File: src/rtl/blg_pkg.sv
// blg_pkg: constants and derived reciprocal factors for the battery level gauge
// no dependencies; imported by blg_history and battery_level_gauge
`timescale 1ns / 1ps

package blg_pkg;

    // field widths
    localparam int ADC_W = 12;
    localparam int PCT_W = 7;
    localparam int MV_W  = 12;

    // conversion constants
    localparam int unsigned ADC_FULL    = 4095;
    localparam int unsigned VREF_MV     = 3300;
    localparam int unsigned BATT_MIN_MV = 3300;
    localparam int unsigned BATT_MAX_MV = 3900;
    localparam int unsigned PCT_FULL    = 100;
    localparam int unsigned WINDOW_DEF  = 10;

    // divide by the window: n * ceil(2^20 / W) >> 20 is exact for n < 2^16, W <= 16
    localparam int DIV_SHIFT = 20;

    // scale to half millivolts: avg * ceil(VREF * 2^24 / FULL) >> 24, exact for avg < 2^12
    localparam int SCALE_SHIFT = 24;
    localparam longint unsigned SCALE_MUL_L =
        ((longint'(VREF_MV) << SCALE_SHIFT) + longint'(ADC_FULL) - 1) / longint'(ADC_FULL);
    localparam int unsigned SCALE_MUL   = int'(SCALE_MUL_L);
    localparam int          SCALE_MUL_W = $clog2(SCALE_MUL + 1);

    // clamp window on the half value (before doubling)
    localparam int unsigned HALF_MIN = BATT_MIN_MV / 2;
    localparam int unsigned HALF_MAX = BATT_MAX_MV / 2;
    localparam int unsigned OFS_MAX  = HALF_MAX - HALF_MIN;
    localparam int          OFS_W    = $clog2(OFS_MAX + 1);

    // percent = offset / step, done as offset * ceil(2^11 / step) >> 11
    localparam int unsigned PCT_STEP  = OFS_MAX / PCT_FULL;
    localparam int          PCT_SHIFT = 11;
    localparam int unsigned PCT_MUL   = ((1 << PCT_SHIFT) + PCT_STEP - 1) / PCT_STEP;
    localparam int          PCT_MUL_W = $clog2(PCT_MUL + 1);

endpackage

File: src/rtl/battery_level_gauge.sv
// battery_level_gauge: moving-average battery gauge, four-register pipeline
// depends on blg_pkg and blg_history
`timescale 1ns / 1ps
//
// channel   direction  handshake                     payload
// -------   ---------  ----------------------------  ------------------------------------
// in        sink       i_in_valid / o_in_ready       i_adc_sample, i_charge_pin_level
// out       source     o_out_valid / i_out_ready     o_percent, o_charging, o_battery_mv
// cfg       sink       i_cfg_valid / o_cfg_ready     i_cfg_monitor_present
//
// One item per cycle while i_out_ready is high; o_out_valid is the last stage's valid.
// The stages are: window sum, divide by window, scale and clamp, percent and output.
// Each stage has its own valid bit and loads when empty or when the next stage moves,
// so input is taken while a result waits, until the pipeline is full.
// Synchronous active-low reset empties the pipeline, reloads the history and sets
// the monitor bit; cfg writes are always taken.

module battery_level_gauge #(
    parameter int WINDOW = blg_pkg::WINDOW_DEF
) (
    input  logic                      i_clk,
    input  logic                      i_rst_n,
    input  logic                      i_in_valid,
    output logic                      o_in_ready,
    input  logic [blg_pkg::ADC_W-1:0] i_adc_sample,
    input  logic                      i_charge_pin_level,
    output logic                      o_out_valid,
    input  logic                      i_out_ready,
    output logic [blg_pkg::PCT_W-1:0] o_percent,
    output logic                      o_charging,
    output logic [blg_pkg::MV_W-1:0]  o_battery_mv,
    input  logic                      i_cfg_valid,
    output logic                      o_cfg_ready,
    input  logic                      i_cfg_monitor_present
);
    import blg_pkg::*;

    localparam int SUM_W     = $clog2(WINDOW * ADC_FULL + 1);
    localparam int unsigned DIV_MUL = ((1 << DIV_SHIFT) + WINDOW - 1) / WINDOW;
    localparam int DIV_MUL_W = $clog2(DIV_MUL + 1);
    localparam int DIV_P_W   = SUM_W + DIV_MUL_W;
    localparam int SCL_P_W   = ADC_W + SCALE_MUL_W;
    localparam int PCT_P_W   = OFS_W + PCT_MUL_W;

    logic r_monitor_present;

    logic r1_vld, r2_vld, r3_vld, r4_vld;
    logic w1_rdy, w2_rdy, w3_rdy, w4_rdy;
    logic w_in_acc;

    logic [SUM_W-1:0]   w_sum;
    logic [SUM_W-1:0]   r1_sum;
    logic               r1_pin, r1_mon;
    logic [DIV_P_W-1:0] w_div_p;
    logic [ADC_W-1:0]   r2_avg;
    logic               r2_pin, r2_mon;
    logic [SCL_P_W-1:0] w_scl_p;
    logic [ADC_W-1:0]   w_half;
    logic [OFS_W-1:0]   n3_ofs;
    logic [OFS_W-1:0]   r3_ofs;
    logic               r3_pin, r3_mon;
    logic [PCT_P_W-1:0] w_pct_p;
    logic [PCT_W-1:0]   w_pct;
    logic [PCT_W-1:0]   n4_pct;
    logic               n4_chg;
    logic [MV_W-1:0]    n4_mv;
    logic [PCT_W-1:0]   r4_pct;
    logic               r4_chg;
    logic [MV_W-1:0]    r4_mv;

    // config register, always writable
    assign o_cfg_ready = 1'b1;

    always_ff @(posedge i_clk) begin
        if (!i_rst_n) begin
            r_monitor_present <= 1'b1;
        end else if (i_cfg_valid) begin
            r_monitor_present <= i_cfg_monitor_present;
        end
    end

    // stage ready chain: a stage loads when empty or when it empties this cycle
    assign w4_rdy     = !r4_vld || i_out_ready;
    assign w3_rdy     = !r3_vld || w4_rdy;
    assign w2_rdy     = !r2_vld || w3_rdy;
    assign w1_rdy     = !r1_vld || w2_rdy;
    assign o_in_ready = w1_rdy;
    assign w_in_acc   = i_in_valid && w1_rdy;

    always_ff @(posedge i_clk) begin
        if (!i_rst_n) begin
            r1_vld <= 1'b0;
            r2_vld <= 1'b0;
            r3_vld <= 1'b0;
            r4_vld <= 1'b0;
        end else begin
            if (w1_rdy) r1_vld <= i_in_valid;
            if (w2_rdy) r2_vld <= r1_vld;
            if (w3_rdy) r3_vld <= r2_vld;
            if (w4_rdy) r4_vld <= r3_vld;
        end
    end

    // sample history; only measured items shift it
    blg_history #(
        .WINDOW (WINDOW)
    ) u_history (
        .i_clk    (i_clk),
        .i_rst_n  (i_rst_n),
        .i_shift  (w_in_acc && r_monitor_present),
        .i_sample (i_adc_sample),
        .o_sum    (w_sum)
    );

    // stage 1: window sum
    always_ff @(posedge i_clk) begin
        if (w1_rdy && i_in_valid) begin
            r1_sum <= w_sum;
            r1_pin <= i_charge_pin_level;
            r1_mon <= r_monitor_present;
        end
    end

    // stage 2: average by reciprocal multiply
    assign w_div_p = DIV_P_W'(r1_sum) * DIV_P_W'(DIV_MUL);

    always_ff @(posedge i_clk) begin
        if (w2_rdy && r1_vld) begin
            r2_avg <= w_div_p[DIV_SHIFT +: ADC_W];
            r2_pin <= r1_pin;
            r2_mon <= r1_mon;
        end
    end

    // stage 3: scale to half millivolts and clamp to the battery range
    assign w_scl_p = SCL_P_W'(r2_avg) * SCL_P_W'(SCALE_MUL);
    assign w_half  = w_scl_p[SCALE_SHIFT +: ADC_W];

    always_comb begin
        if (w_half < ADC_W'(HALF_MIN)) begin
            n3_ofs = '0;
        end else if (w_half > ADC_W'(HALF_MAX)) begin
            n3_ofs = OFS_W'(OFS_MAX);
        end else begin
            n3_ofs = OFS_W'(w_half - ADC_W'(HALF_MIN));
        end
    end

    always_ff @(posedge i_clk) begin
        if (w3_rdy && r2_vld) begin
            r3_ofs <= n3_ofs;
            r3_pin <= r2_pin;
            r3_mon <= r2_mon;
        end
    end

    // stage 4: percent, charge flag, millivolts; fixed values when monitor is off
    assign w_pct_p = PCT_P_W'(r3_ofs) * PCT_P_W'(PCT_MUL);
    assign w_pct   = w_pct_p[PCT_SHIFT +: PCT_W];

    always_comb begin
        if (r3_mon) begin
            n4_pct = w_pct;
            n4_chg = (w_pct != PCT_W'(PCT_FULL)) && !r3_pin;
            n4_mv  = MV_W'(BATT_MIN_MV) + MV_W'({r3_ofs, 1'b0});
        end else begin
            n4_pct = PCT_W'(PCT_FULL);
            n4_chg = 1'b0;
            n4_mv  = '0;
        end
    end

    always_ff @(posedge i_clk) begin
        if (w4_rdy && r3_vld) begin
            r4_pct <= n4_pct;
            r4_chg <= n4_chg;
            r4_mv  <= n4_mv;
        end
    end

    assign o_out_valid  = r4_vld;
    assign o_percent    = r4_pct;
    assign o_charging   = r4_chg;
    assign o_battery_mv = r4_mv;

    // an empty output stage means every stage can take an item
    a_ready_when_drained: assert property (@(posedge i_clk) disable iff (!i_rst_n)
        !o_out_valid |-> o_in_ready)
        else $error("input stalled with an empty output stage");

    // a full battery never reports charging
    a_no_charge_when_full: assert property (@(posedge i_clk) disable iff (!i_rst_n)
        o_out_valid && o_charging |-> o_percent != PCT_W'(PCT_FULL))
        else $error("charging flagged at full charge");

    // measured voltage stays inside the clamp range
    a_mv_range: assert property (@(posedge i_clk) disable iff (!i_rst_n)
        o_out_valid && o_battery_mv != '0 |->
            o_battery_mv >= MV_W'(BATT_MIN_MV) && o_battery_mv <= MV_W'(BATT_MAX_MV))
        else $error("battery voltage outside clamp range");

    // zero voltage only comes with the fixed full-battery result
    a_absent_result: assert property (@(posedge i_clk) disable iff (!i_rst_n)
        o_out_valid && o_battery_mv == '0 |-> o_percent == PCT_W'(PCT_FULL) && !o_charging)
        else $error("bad result for absent monitor");

endmodule

File: src/rtl/blg_history.sv
// blg_history: shift line of previous samples with a running sum
// depends on blg_pkg
`timescale 1ns / 1ps

module blg_history #(
    parameter int WINDOW = blg_pkg::WINDOW_DEF
) (
    input  logic                                          i_clk,
    input  logic                                          i_rst_n,
    input  logic                                          i_shift,
    input  logic [blg_pkg::ADC_W-1:0]                     i_sample,
    output logic [$clog2(WINDOW * blg_pkg::ADC_FULL + 1)-1:0] o_sum
);
    import blg_pkg::*;

    localparam int DEPTH = WINDOW - 1;
    localparam int SUM_W = $clog2(WINDOW * ADC_FULL + 1);

    logic [ADC_W-1:0] r_hist [DEPTH];
    logic [ADC_W-1:0] n_hist [DEPTH];
    logic [SUM_W-1:0] r_hist_sum;
    logic [SUM_W-1:0] n_hist_sum;

    // sum of the new sample and all stored samples
    assign o_sum = r_hist_sum + SUM_W'(i_sample);

    // new sample enters at the front, the oldest drops out of the sum
    always_comb begin
        n_hist[0] = i_sample;
        for (int k = 1; k < DEPTH; k++) begin
            n_hist[k] = r_hist[k-1];
        end
        n_hist_sum = o_sum - SUM_W'(r_hist[DEPTH-1]);
    end

    // history registers; reset is full scale at the front, zeros behind
    always_ff @(posedge i_clk) begin
        if (!i_rst_n) begin
            for (int k = 0; k < DEPTH; k++) begin
                r_hist[k] <= (k == 0) ? ADC_W'(ADC_FULL) : '0;
            end
            r_hist_sum <= SUM_W'(ADC_FULL);
        end else if (i_shift) begin
            for (int k = 0; k < DEPTH; k++) begin
                r_hist[k] <= n_hist[k];
            end
            r_hist_sum <= n_hist_sum;
        end
    end

endmodule
File: config.mk
export PLATFORM = sky130hd
export DESIGN_NAME = battery_level_gauge
export DESIGN_NICKNAME = d
export VERILOG_FILES = /design/src/rtl/blg_pkg.sv /design/src/rtl/battery_level_gauge.sv /design/src/rtl/blg_history.sv
export SDC_FILE = /design/constraint.sdc
export NUM_CORES = 1
export LEC_CHECK = 0
export BUFFER_PORTS_ARGS = -buffer_cell sky130_fd_sc_hd__buf_2
export CORE_MARGIN = 2
export CORE_UTILIZATION = 34
export CTS_BUF_LIST = sky130_fd_sc_hd__clkbuf_4
export DETAILED_ROUTE_END_ITERATION = 12
export GPL_TIMING_DRIVEN = 0
export HOLD_SLACK_MARGIN = 0.05
export REMOVE_ABC_BUFFERS = 1
export SYNTH_ARGS = -nofsm -noshare
export SYNTH_HDL_FRONTEND = slang
export SYNTH_SLANG_ARGS = --single-unit
File: constraint.sdc
create_clock -name i_clk -period 6.7 [get_ports i_clk]
set_clock_uncertainty 0.15 [all_clocks]
set_input_delay 1.34 -clock i_clk [delete_from_list [all_inputs] [get_ports i_clk]]
set_output_delay 1.34 -clock i_clk [all_outputs]
set_load 0.03 [all_outputs]
==> flow_summary.ini <==
[logic_synthesis]
syn_area_per_cell_um2 = 11.1
syn_inst = 1603
synth_top_area_share_pct = 28.6
synth_common_cells = inv_1 (338), ha_1 (295), fa_1 (177)
ys_seq_elements = 191
synth_ff_type = edfxtp_1
yosys_warnings = 0
synth_area_leaders = edfxtp_1 (29%), ha_1 (21%), fa_1 (20%), inv_1 (7.1%), and3_1 (3.6%)
yosysTopAreaCell = edfxtp_1
synth_edf_count = 170
yosysUniqueCellTypes = 66
synth-seq-area-share_pct = 31.0
synth.most_common_cell = inv_1
synthArstFlopShare_pct = 0
netlist_area_mm2 = 0.0178

[layout]
nets = 2141
syn2layout_area_growth_pct = 8.47
drive_gt1_share_pct = 7.64
final_cell_area_mm2 = 0.0193
fillerInstances = 5071

[grt]
grt_pass1_wl_um = 58300
antenna_found_initial = 1
gr-total-overflow = 0
track_usage_pct = 13.5
grt_max_degree = 94
first_global_vias = 11700

[place]
hpwlAfterDp_um = 28300
gp_congestion = 0.900
place_area_mm2 = 0.0188
dpl_worst_slack_ps = -144
portBuffers = 39

[clock_network]
clk_pin_slew_ps = 160
max-clock-path-buffers = 2
cts_root_buf = clkbuf_4
clk_latency_ps = 630
cts_sinks = 191
hold_buffers = 0
cts_tree = yes
htree_num_levels = 4
cts_inserted_buffers = 17

[routing]
avgRoutedWirePerCell_um = 14.8
dr.pass1.iters = 6
via_count = 11200
antenna_left = 0
remaining_drc_errors = 0
avgViaCountPerCell = 4.79
dr.first_iter.drc_count = 575
drt_wl_total_um = 34700

[critical_path]
endpoint = r3_ofs[2]
r2r-end = r3_ofs[2]
crit_path_start_kind = flip-flop
r2r.worst_path.cells = 20
worstPathMaxFanout = 4
rrSetupSlack_ps = 230
endpoint_kind = flip-flop
setup.worst_path.start = r2_avg[9]
cp.arrival_ps = 6690
worstPathRequired_ps = 6920
r2r_start = r2_avg[9]
worstSetupPathType = reg2reg

[timing]
setup_violations = 0
period_minus_slack_ps = 6470
fmax_mhz = 155
grt_setup_unrepaired = true
finalWorstSetupSlack_ps = 230
min_period_over_period_pct = 96.6
hold_viol = 0
drv_slew = 0
tightestPinTransition_ps = 975
max_slew_margin_pct = 34.8

[floorplanning]
die-area_mm2 = 0.0543
core_area_mm2 = 0.0516
num_rows = 83
io_pins = 42
start_util_pct = 34.5
die-height_um = 233
die_w_um = 233

[run_status]
status = finished clean

[min_path]
whs_path_depth = 0
hp-class = reg2reg

[job]
cap_viol_max_count = 0
## how the worst min path moves through the flow
| stage | start | end |
|---|---|---|
| final | r1_mon | r2_mon |
| after global routing | r1_mon | r2_mon |
| after CTS | r1_mon | r2_mon |
| after detailed placement | r1_mon | r2_mon |
| after global placement | r2_mon | r3_mon |
| after floorplan | r1_mon | r2_mon |
## state kept, by name (all words and copies together), names as in the netlist
register	count
u_history.r_hist	108
r1_sum	16
u_history.r_hist_sum	16
r2_avg	12
o_battery_mv	11
r3_ofs	9
o_percent	7
o_charging	1
o_out_valid	1
r1_mon	1
r1_pin	1
r1_vld	1
r2_mon	1
r2_pin	1
r2_vld	1
r3_mon	1
r3_pin	1
r3_vld	1
r_monitor_present	1
## critical path: stages (launching register included)
cell      delay (ps)
edfxtp_1         470
fa_1             550
inv_1             50
fa_1             470
inv_1             50
fa_1             540
fa_1             550
inv_1             50
fa_1             530
inv_1             40
ha_1             340
a21oi_1          210
o21ai_0          110
a211o_1          310
o21a_1           230
or3_1            440
a211o_1          360
o2111a_2         200
o311a_4          380
nor3_4           140
a21oi_1           70
## placed cells by master (no fill, tap or decap), types with 22 or more instances in the layout
master,netlist,final
inv_1,338,338
edfxtp_1,170,170
a21oi_1,50,50
fa_1,177,176
xor2_1,28,27
buf_4,2,22
nor2_1,32,32
ha_1,295,295
nand2_1,49,48
and3_1,103,103
o21ai_0,27,24
xnor2_1,48,48
buf_2,2,38
## stage by stage
step                      setup TNS [ps]  instances  util [%]  hold slack [ps]
after floorplan                        0       1567         -              250
after global placement           -253050       2286      36.3              252
after detailed placement            -642       2291      36.5              255
after CTS                              0       2328      37.2              289
after global routing               -37.4       2344      37.5              308
final                                  0       2344      37.5              292
## per-layer routing
metal | up-vias | routed length (um) | global-route usage (%)
li1 | 5502 | - | -
met1 | 5544 | 15600 | 17.1
met2 | 154 | 17700 | 24.2
met3 | 31 | 874 | 1.97
met4 | 0 | 532 | 2.77
met5 | - | 0 | 0
## logic make-up (layout without fill, tap and decap cells)
group | after synthesis | after routing | synth area share (%)
AOI/OAI and AO/OA | 191 | 191 | 7.42
xor gates and xnor gates | 76 | 76 | 3.73
adders and majority gates | 472 | 472 | 40.6
buffers and inverters | 374 | 434 | 7.93
DFF | 191 | 191 | 31.0
muxes | 3 | 3 | 0.175
other | 2 | 3 | 0.0421
and+or+nand+nor | 294 | 294 | 9.12
## final cells by class
| cell class | instances | area [um^2] | area share, % |
|---|---|---|---|
| clock inverters | 14 | 156 | 0.809 |
| repair buffers | 64 | 442 | 2.28 |
| multi-input cells | 1038 | 11000 | 56.7 |
| clock buffers | 18 | 135 | 0.699 |
| well taps | 680 | 851 | 4.40 |
| inverters | 338 | 1270 | 6.56 |
| flip-flops and latches | 191 | 5530 | 28.6 |
| diodes | 1 | 2.50 | 0.0129 |
## timing repair
item,in CTS,in global routing
setup endpoints to repair,8,11
gates resized for setup,3,10
setup buffers,5,15
endpoints found under the hold margin,0,0
pin swaps,1,1
gates cloned,0,0
Power is not shown: default switching activity piles up to over one toggle a cycle in this logic, so the estimate is an artifact.
